--- src/hdl/itoa_pkg.sv ---
// ----------------------------------------------------------------------------
// itoa_pkg: shared types and constants for the integer to ASCII formatter
// Widths, format kinds, controller/datapath command and status groups.
// ----------------------------------------------------------------------------
package itoa_pkg;

  localparam int unsigned VALUE_WIDTH = 64;  // value bits used (8..64)
  localparam int unsigned DATA_W      = 64;  // value field width on the port
  localparam int unsigned KIND_W      = 2;
  localparam int unsigned CHAR_W      = 8;

  // decimal digits of 2^VALUE_WIDTH-1: floor(VALUE_WIDTH*log10(2))+1
  localparam int unsigned DEC_DIGITS  = (VALUE_WIDTH * 30103) / 100000 + 1;
  localparam int unsigned HEX_DIGITS  = (VALUE_WIDTH + 3) / 4;
  localparam int unsigned NUM_DIGITS  = DEC_DIGITS;
  localparam int unsigned IDX_W       = $clog2(NUM_DIGITS);
  localparam int unsigned BITCNT_W    = $clog2(VALUE_WIDTH + 1);
  localparam int unsigned POS_W       = 3;
  localparam int unsigned NIL_LEN     = 5;

  localparam logic [CHAR_W-1:0] CH_ZERO  = 8'h30;  // '0'
  localparam logic [CHAR_W-1:0] CH_X     = 8'h78;  // 'x'
  localparam logic [CHAR_W-1:0] CH_MINUS = 8'h2D;  // '-'

  typedef enum logic [KIND_W-1:0] {
    KIND_SDEC,
    KIND_UDEC,
    KIND_HEX,
    KIND_PTR
  } kind_e;

  typedef enum logic [1:0] {
    SEL_PREFIX,
    SEL_DIGIT,
    SEL_NIL
  } char_sel_e;

  typedef enum logic [2:0] {
    ST_IDLE,
    ST_CONV,
    ST_SKIP,
    ST_PREFIX,
    ST_DIGIT,
    ST_NIL
  } state_e;

  typedef struct packed {
    logic      load;       // take a new request
    logic      conv_step;  // one shift-add-3 step
    logic      idx_dec;    // move to next lower digit
    logic      emit;       // load output register
    char_sel_e sel;
    logic      emit_last;
    logic      pos_inc;    // next prefix / nil character
  } cmd_t;

  typedef struct packed {
    logic in_nil;       // incoming request is a null pointer
    logic in_hex;       // incoming request needs no decimal conversion
    logic conv_last;    // final conversion step
    logic top_zero;     // current digit is zero
    logic idx_zero;     // current digit is the lowest
    logic need_prefix;  // a prefix character is still due
    logic nil_last;     // current nil character is the final one
    logic out_free;     // output register can take a character
  } status_t;

  function automatic logic [CHAR_W-1:0] digit_char(logic [3:0] d);
    logic [CHAR_W-1:0] c;
    if (d < 4'd10) begin
      c = CH_ZERO + {4'h0, d};
    end else begin
      c = 8'h57 + {4'h0, d};  // 'a' - 10
    end
    return c;
  endfunction

  function automatic logic [CHAR_W-1:0] nil_char(logic [POS_W-1:0] p);
    logic [CHAR_W-1:0] c;
    case (p)
      3'd0:    c = 8'h28;  // '('
      3'd1:    c = 8'h6E;  // 'n'
      3'd2:    c = 8'h69;  // 'i'
      3'd3:    c = 8'h6C;  // 'l'
      default: c = 8'h29;  // ')'
    endcase
    return c;
  endfunction

endpackage

--- src/hdl/itoa_ctrl.sv ---
// ----------------------------------------------------------------------------
// itoa_ctrl: sequencing state machine of the formatter
// Steps conversion, leading-zero skip, prefix, digits and nil text.
// ----------------------------------------------------------------------------
module itoa_ctrl (
  input  logic              clk_i,
  input  logic              rst_ni,
  input  logic              in_valid_i,
  output logic              in_ready_o,
  input  itoa_pkg::status_t sts_i,
  output itoa_pkg::cmd_t    cmd_o
);
  import itoa_pkg::*;

  state_e state_q, state_d;

  always_ff @(posedge clk_i or negedge rst_ni) begin
    if (!rst_ni) begin
      state_q <= ST_IDLE;
    end else begin
      state_q <= state_d;
    end
  end

  // next state
  always_comb begin
    state_d = state_q;
    unique case (state_q)
      ST_IDLE: begin
        if (in_valid_i) begin
          if (sts_i.in_nil) begin
            state_d = ST_NIL;
          end else if (sts_i.in_hex) begin
            state_d = ST_SKIP;
          end else begin
            state_d = ST_CONV;
          end
        end
      end
      ST_CONV: begin
        if (sts_i.conv_last) begin
          state_d = ST_SKIP;
        end
      end
      ST_SKIP: begin
        if (!sts_i.top_zero || sts_i.idx_zero) begin
          state_d = ST_PREFIX;
        end
      end
      ST_PREFIX: begin
        if (!sts_i.need_prefix) begin
          state_d = ST_DIGIT;
        end
      end
      ST_DIGIT: begin
        if (sts_i.out_free && sts_i.idx_zero) begin
          state_d = ST_IDLE;
        end
      end
      ST_NIL: begin
        if (sts_i.out_free && sts_i.nil_last) begin
          state_d = ST_IDLE;
        end
      end
      default: state_d = ST_IDLE;
    endcase
  end

  // outputs
  always_comb begin
    cmd_o      = '0;
    cmd_o.sel  = SEL_DIGIT;
    in_ready_o = 1'b0;
    unique case (state_q)
      ST_IDLE: begin
        in_ready_o = 1'b1;
        cmd_o.load = in_valid_i;
      end
      ST_CONV: begin
        cmd_o.conv_step = 1'b1;
      end
      ST_SKIP: begin
        cmd_o.idx_dec = sts_i.top_zero && !sts_i.idx_zero;
      end
      ST_PREFIX: begin
        cmd_o.sel = SEL_PREFIX;
        if (sts_i.need_prefix && sts_i.out_free) begin
          cmd_o.emit    = 1'b1;
          cmd_o.pos_inc = 1'b1;
        end
      end
      ST_DIGIT: begin
        if (sts_i.out_free) begin
          cmd_o.emit      = 1'b1;
          cmd_o.emit_last = sts_i.idx_zero;
          cmd_o.idx_dec   = !sts_i.idx_zero;
        end
      end
      ST_NIL: begin
        cmd_o.sel = SEL_NIL;
        if (sts_i.out_free) begin
          cmd_o.emit      = 1'b1;
          cmd_o.emit_last = sts_i.nil_last;
          cmd_o.pos_inc   = 1'b1;
        end
      end
      default: begin
        cmd_o = '0;
      end
    endcase
  end

endmodule

--- src/hdl/itoa_dp.sv ---
// ----------------------------------------------------------------------------
// itoa_dp: formatter datapath
// Magnitude and digit registers (shift-add-3 conversion), output register.
// ----------------------------------------------------------------------------
module itoa_dp (
  input  logic                          clk_i,
  input  logic                          rst_ni,
  input  logic [itoa_pkg::KIND_W-1:0]   kind_i,
  input  logic [itoa_pkg::DATA_W-1:0]   value_i,
  input  itoa_pkg::cmd_t                cmd_i,
  output itoa_pkg::status_t             sts_o,
  output logic                          out_valid_o,
  input  logic                          out_ready_i,
  output logic [itoa_pkg::CHAR_W-1:0]   out_char_o,
  output logic                          out_last_o
);
  import itoa_pkg::*;

  logic [VALUE_WIDTH-1:0]         vm;
  logic [VALUE_WIDTH-1:0]         mag;
  logic                           in_neg;
  kind_e                          in_kind;

  logic [VALUE_WIDTH-1:0]         bin_q;
  logic [NUM_DIGITS-1:0][3:0]     bcd_q, bcd_adj;
  logic [NUM_DIGITS*4-1:0]        bcd_flat;
  kind_e                          kind_q;
  logic                           neg_q;
  logic [BITCNT_W-1:0]            bitcnt_q;
  logic [IDX_W-1:0]               idx_q;
  logic [POS_W-1:0]               pos_q;
  logic [3:0]                     cur_digit;

  logic                           out_valid_q;
  logic [CHAR_W-1:0]              out_char_q, out_char_d;
  logic                           out_last_q;

  assign in_kind = kind_e'(kind_i);
  assign vm      = value_i[VALUE_WIDTH-1:0];
  assign in_neg  = (in_kind == KIND_SDEC) && vm[VALUE_WIDTH-1];
  assign mag     = in_neg ? (~vm + 1'b1) : vm;

  // add 3 to every digit of 5 or more before the shift
  always_comb begin
    for (int i = 0; i < NUM_DIGITS; i++) begin
      bcd_adj[i] = (bcd_q[i] >= 4'd5) ? (bcd_q[i] + 4'd3) : bcd_q[i];
    end
  end

  assign bcd_flat  = bcd_adj;
  assign cur_digit = bcd_q[idx_q];

  always_ff @(posedge clk_i) begin
    if (cmd_i.load) begin
      kind_q   <= in_kind;
      neg_q    <= in_neg;
      bin_q    <= mag;
      bitcnt_q <= BITCNT_W'(VALUE_WIDTH);
      pos_q    <= '0;
      if (in_kind == KIND_HEX || in_kind == KIND_PTR) begin
        bcd_q <= (NUM_DIGITS*4)'(vm);
        idx_q <= IDX_W'(HEX_DIGITS - 1);
      end else begin
        bcd_q <= '0;
        idx_q <= IDX_W'(DEC_DIGITS - 1);
      end
    end else begin
      if (cmd_i.conv_step) begin
        bcd_q    <= {bcd_flat[NUM_DIGITS*4-2:0], bin_q[VALUE_WIDTH-1]};
        bin_q    <= {bin_q[VALUE_WIDTH-2:0], 1'b0};
        bitcnt_q <= bitcnt_q - 1'b1;
      end
      if (cmd_i.idx_dec) begin
        idx_q <= idx_q - 1'b1;
      end
      if (cmd_i.pos_inc) begin
        pos_q <= pos_q + 1'b1;
      end
    end
  end

  // character mux
  always_comb begin
    case (cmd_i.sel)
      SEL_PREFIX: begin
        if (kind_q == KIND_PTR) begin
          out_char_d = (pos_q == '0) ? CH_ZERO : CH_X;
        end else begin
          out_char_d = CH_MINUS;
        end
      end
      SEL_NIL:    out_char_d = nil_char(pos_q);
      default:    out_char_d = digit_char(cur_digit);
    endcase
  end

  always_ff @(posedge clk_i or negedge rst_ni) begin
    if (!rst_ni) begin
      out_valid_q <= 1'b0;
    end else if (cmd_i.emit) begin
      out_valid_q <= 1'b1;
    end else if (out_ready_i) begin
      out_valid_q <= 1'b0;
    end
  end

  always_ff @(posedge clk_i) begin
    if (cmd_i.emit) begin
      out_char_q <= out_char_d;
      out_last_q <= cmd_i.emit_last;
    end
  end

  assign sts_o.in_nil      = (in_kind == KIND_PTR) && (vm == '0);
  assign sts_o.in_hex      = (in_kind == KIND_HEX) || (in_kind == KIND_PTR);
  assign sts_o.conv_last   = (bitcnt_q == BITCNT_W'(1));
  assign sts_o.top_zero    = (cur_digit == 4'd0);
  assign sts_o.idx_zero    = (idx_q == '0);
  assign sts_o.need_prefix = (kind_q == KIND_PTR) ? (pos_q < POS_W'(2))
                                                  : (neg_q && (pos_q == '0));
  assign sts_o.nil_last    = (pos_q == POS_W'(NIL_LEN - 1));
  assign sts_o.out_free    = !out_valid_q || out_ready_i;

  assign out_valid_o = out_valid_q;
  assign out_char_o  = out_char_q;
  assign out_last_o  = out_last_q;

endmodule

--- src/hdl/integer_to_ascii_formatter.sv ---
// ----------------------------------------------------------------------------
// integer_to_ascii_formatter: streams a value as ASCII decimal or hex text
// Signed/unsigned decimal, lowercase hex, pointer ("0x..." or "(nil)").
// ----------------------------------------------------------------------------
//
//  channel | dir | tdata                 | tuser     | tlast
//  --------+-----+-----------------------+-----------+------------------
//  s_axis  | in  | [63:0] value          | [1:0] kind| -
//  m_axis  | out | [7:0]  char_out       | -         | last character
//
// A request is taken only while the block is idle. Decimal kinds run one
// shift-add-3 step per value bit, hex kinds skip that. Leading zero
// digits are then dropped at one digit per cycle (up to 19), and the
// characters leave one at a time through the output register.
// Output stalls hold the sequencer; the last character may still wait in
// the output register while the next request is accepted. Reset is async.
// ----------------------------------------------------------------------------
module integer_to_ascii_formatter (
  input  logic                        clk_i,
  input  logic                        rst_ni,
  input  logic                        s_axis_tvalid_i,
  output logic                        s_axis_tready_o,
  input  logic [itoa_pkg::DATA_W-1:0] s_axis_tdata_i,   // [63:0] value
  input  logic [itoa_pkg::KIND_W-1:0] s_axis_tuser_i,   // [1:0] kind
  output logic                        m_axis_tvalid_o,
  input  logic                        m_axis_tready_i,
  output logic [itoa_pkg::CHAR_W-1:0] m_axis_tdata_o,   // [7:0] char_out
  output logic                        m_axis_tlast_o
);
  import itoa_pkg::*;

  cmd_t    cmd;
  status_t sts;

  // sequencer: idle -> convert -> skip zeros -> prefix -> digits (or nil)
  itoa_ctrl u_ctrl (
    .clk_i      (clk_i),
    .rst_ni     (rst_ni),
    .in_valid_i (s_axis_tvalid_i),
    .in_ready_o (s_axis_tready_o),
    .sts_i      (sts),
    .cmd_o      (cmd)
  );

  // digit registers, conversion step and output register
  itoa_dp u_dp (
    .clk_i       (clk_i),
    .rst_ni      (rst_ni),
    .kind_i      (s_axis_tuser_i),
    .value_i     (s_axis_tdata_i),
    .cmd_i       (cmd),
    .sts_o       (sts),
    .out_valid_o (m_axis_tvalid_o),
    .out_ready_i (m_axis_tready_i),
    .out_char_o  (m_axis_tdata_o),
    .out_last_o  (m_axis_tlast_o)
  );

endmodule

--- config.mk ---
export PLATFORM = sky130hd
export DESIGN_NAME = integer_to_ascii_formatter
export DESIGN_NICKNAME = d
export VERILOG_FILES = /design/src/hdl/itoa_pkg.sv /design/src/hdl/itoa_ctrl.sv /design/src/hdl/itoa_dp.sv /design/src/hdl/integer_to_ascii_formatter.sv
export SDC_FILE = /design/constraint.sdc
export NUM_CORES = 1
export LEC_CHECK = 0
export BUFFER_PORTS_ARGS = -buffer_cell sky130_fd_sc_hd__buf_2
export CORE_MARGIN = 5
export CORE_UTILIZATION = 30
export DETAILED_ROUTE_END_ITERATION = 10
export GPL_TIMING_DRIVEN = 0
export PLACE_DENSITY = 0.43
export SLEW_MARGIN = 10
export SYNTH_ARGS = -nofsm -noshare
export SYNTH_HDL_FRONTEND = slang
export SYNTH_SLANG_ARGS = --single-unit
--- constraint.sdc ---
create_clock -name clk_i -period 9.4 [get_ports clk_i]
set_input_delay 1.88 -clock clk_i [delete_from_list [all_inputs] [get_ports clk_i]]
set_output_delay 1.88 -clock clk_i [all_outputs]
set_load 0.02 [all_outputs]
==> reports/summary.txt <==
Status - complete, no violations
Worst reg-to-reg path cell count - 10
Tcrit/Tclk final - 0.477
WP data required - 9580 ps
Largest net degree at the start of global routing - 55
Antenna cells - 0
Slew HR - 0.311
Sequential area share after synthesis - 0.445
First-pass GRT wire length - 55600 µm
Comb pwr share - 0.475
Mapped Area - 11500 µm²
Die W - 206 µm
Syn_area_per_cell - 9.57 µm²
GRT overflow - 0
CTS clk-pin slew, worst paths - 70 ps
Placed instance count - 1792
Initial Util - 0.305
VDD IR max - 0.177 mV
Dominant synthesized flop cell - edfxtp_1
Worst Setup Start Kind - primary input
Hold buffers post-CTS - 0
GPL Wtd Cong - 0.827
Hold Violations, Final - 0
CP endpoint kind - register
Initial antenna violation count - 0
Ranking of synthesized cells by area - edfxtp_1 42%, o21ai_0 6.2%, ha_1 5.7%
H-Tree Depth - 4
Clk sinks - 174
Internal - 2.85 mW
Setup CP Type - primary input to register
Async S/R FF share, synth - 0.0230
Via-to-Cell Ratio - 5.19
Ratio of cells with drive above 1 in the final layout - 0.105
Synth top area share - 0.419
Cell taking the most area after synthesis - edfxtp_1
Pre-antenna DRT Iters - 5
Worst-Skew Late Latency - 450 ps
Yosys Warn Count - 0
Gr usage total - 0.172
DRC errors left - 0
Area grow syn2layout - 14.6%
Final setup vio count - 0
Hold WC Path Type - register to register
RSZ-0062 raised after global routing - false
1st-iter DRT viols - 635
Achievable Freq - 223 MHz
Area of the core - 37700 µm²
Setup TNS - 0 ps
Worst r2r src - u_ctrl.state_q[1]
Lkg Pwr - 4.75 nW
Most common cell in the synthesized netlist - edfxtp_1
Row cnt - 71
I/O pin count - 81
Number of global-route vias before repair - 9242
Sw Share - 0.421
Clock Power Share - 0.147
I/O Buffers - 79
Worst-Margin Slew - 1020 ps
Root buffer cell - clkbuf_16
#FFs+latches synth - 174
Setup slack, reg-to-reg - 5320 ps
P_sw - 2.08 mW
Placed inst area - 12600 µm²
Fin nets - 1422
Final WL - 36300 µm
Critical path arrival - 4660 ps
Finished Cell Area - 13200 µm²
RR Endpoint - u_dp.bcd_q[14]
Number of flops mapped to enable cells by yosys - 160
TritonCTS clock tree - done
Synth cell count leaders - 160 x edfxtp_1, 141 x o21ai_0, 103 x nand2_1, 81 x a21oi_1, 78 x nor2_1
Crit path to - u_dp.bin_q[57]
Num CTS Buffers - 17
Layout Cells excl Fill - 1824
Postcts setup bufs - 0
Fillers - 3916
Post-layout power - 4.93 mW
Cells after Synth - 1199
Pwr dens - 375 nW/µm²
Average wire per cell in the routed design - 19.9 µm
Detail Route Antenna Nets - 0
Crit. Startpoint - s_axis_tdata_i[1]
Synth cell types - 68
Slew Limit Fails - 0
Min Clock Period, post-route - 4480 ps
Hpwl dp - 27200 µm
Final Skew - 9.53 ps
Power share of the sequential group - 0.378
Post-CTS sizing - 0
Deepest clock path buffer count - 2
Routed vias - 9467
Max_cap viols - 0
CP max FO - 10
Syn_nets - 1321
DIE HEIGHT - 206 µm
DIE AREA - 42300 µm²
worst min-delay path by stage:
stage | to | start | slack [ps] | cells past startpoint
after floorplan | u_dp.bitcnt_q[6] | u_dp.bitcnt_q[6] | 460 | 2
after global placement | u_dp.bitcnt_q[6] | u_dp.bitcnt_q[6] | 480 | 2
after detailed placement | u_dp.bitcnt_q[6] | u_dp.bitcnt_q[6] | 480 | 2
after CTS | u_dp.bitcnt_q[6] | u_dp.bitcnt_q[6] | 510 | 2
after global routing | u_dp.bin_q[45] | u_dp.bin_q[44] | 540 | 2
final | u_dp.bitcnt_q[6] | u_dp.bitcnt_q[6] | 500 | 2
worst max-delay path: stages:
cell and delay (ps):
buf_2 120, nor3_1 600, and4_1 270, clkbuf_1 350, nand4_1 310, clkbuf_1 390, o41ai_1 450, xor2_1 200
o21ai_1 70
power by group through the flow:
stage / Sequential (mW) / Combinational [mW] / Clock [mW]
after floorplan: 1.80 / 1.69 / 0
after global placement: 1.92 / 2.28 / 0
after detailed placement: 1.88 / 2.36 / 0
after CTS: 1.86 / 2.37 / 0.745
after global routing: 1.92 / 2.66 / 0.776
final: 1.86 / 2.34 / 0.724
final cells by class:
type                    instances  area [µm²]  share of cell area
plain buffers                  64         260              0.0198
clock inverters                 8        83.8             0.00637
clock buffers                  24         492              0.0374
repair buffers                 82         463              0.0352
well taps                     511         639              0.0486
flip-flops and latches        174        5100               0.388
inverters                      58         218              0.0166
multi-input cells             903        5890               0.448
layout by cell type (no fill, tap or decap), types with 6 or more instances in the layout:
cell type	synthesis	routed
dfxtp_1	10	10
mux4_2	6	6
edfxtp_1	160	160
nor2_1	78	78
nand2_1	103	103
buf_1	7	7
nand3_1	74	74
xor2_1	61	61
nor4_1	6	6
clkbuf_1	50	53
nand4_1	9	9
a21oi_1	81	81
ha_1	52	52
nor3b_1	18	18
clkbuf_16	0	17
o21ai_1	6	6
nor3_1	26	26
mux4_1	6	6
xnor2_1	48	48
o31ai_1	31	31
inv_1	58	58
mux2i_1	10	10
or3_1	13	13
nor2b_1	11	11
buf_2	4	83
o21ai_0	141	141
nand2b_1	27	27
o41ai_1	11	11
a31oi_1	10	10
routing by layer:
layer | up-vias | routed length (µm) | track usage
met4 | 0 | 482 | 0.0395
li1 | 4581 | - | -
met5 | - | 0 | 0
met3 | 28 | 1440 | 0.0262
met1 | 4663 | 17900 | 0.252
met2 | 195 | 16500 | 0.269
stage by stage:
stage          utilization  worst slack [ps]  hold WS [ps]
3_3_place_gp         0.332              2600           478
2_1_floorplan            -              4700           457
6_report             0.349              4920           502
3_5_place_dp         0.334              4540           484
4_1_cts              0.349              5010           508
5_1_grt              0.349              4810           538
logic make-up after synthesis:
group / count (synthesis) / synth area share
other: 2 / 0.000655
DFF: 174 / 0.445
muxes: 27 / 0.0392
adders and majority gates: 52 / 0.0567
xor gates and xnor gates: 109 / 0.0832
buffers and inverters: 122 / 0.0417
AOI/OAI and AO/OA: 317 / 0.161
and+or+nand+nor: 396 / 0.173
sequential cells by signal, indices dropped and copies added, names as in the netlist:
register	cells
u_ctrl.state_q	3
u_dp.bcd_q	80
u_dp.bin_q	64
u_dp.bitcnt_q	7
u_dp.idx_q	5
u_dp.kind_q	2
u_dp.neg_q	1
u_dp.out_char_o	7
u_dp.out_last_o	1
u_dp.out_valid_o	1
u_dp.pos_q	3
Power figures use the tool's default switching activity.
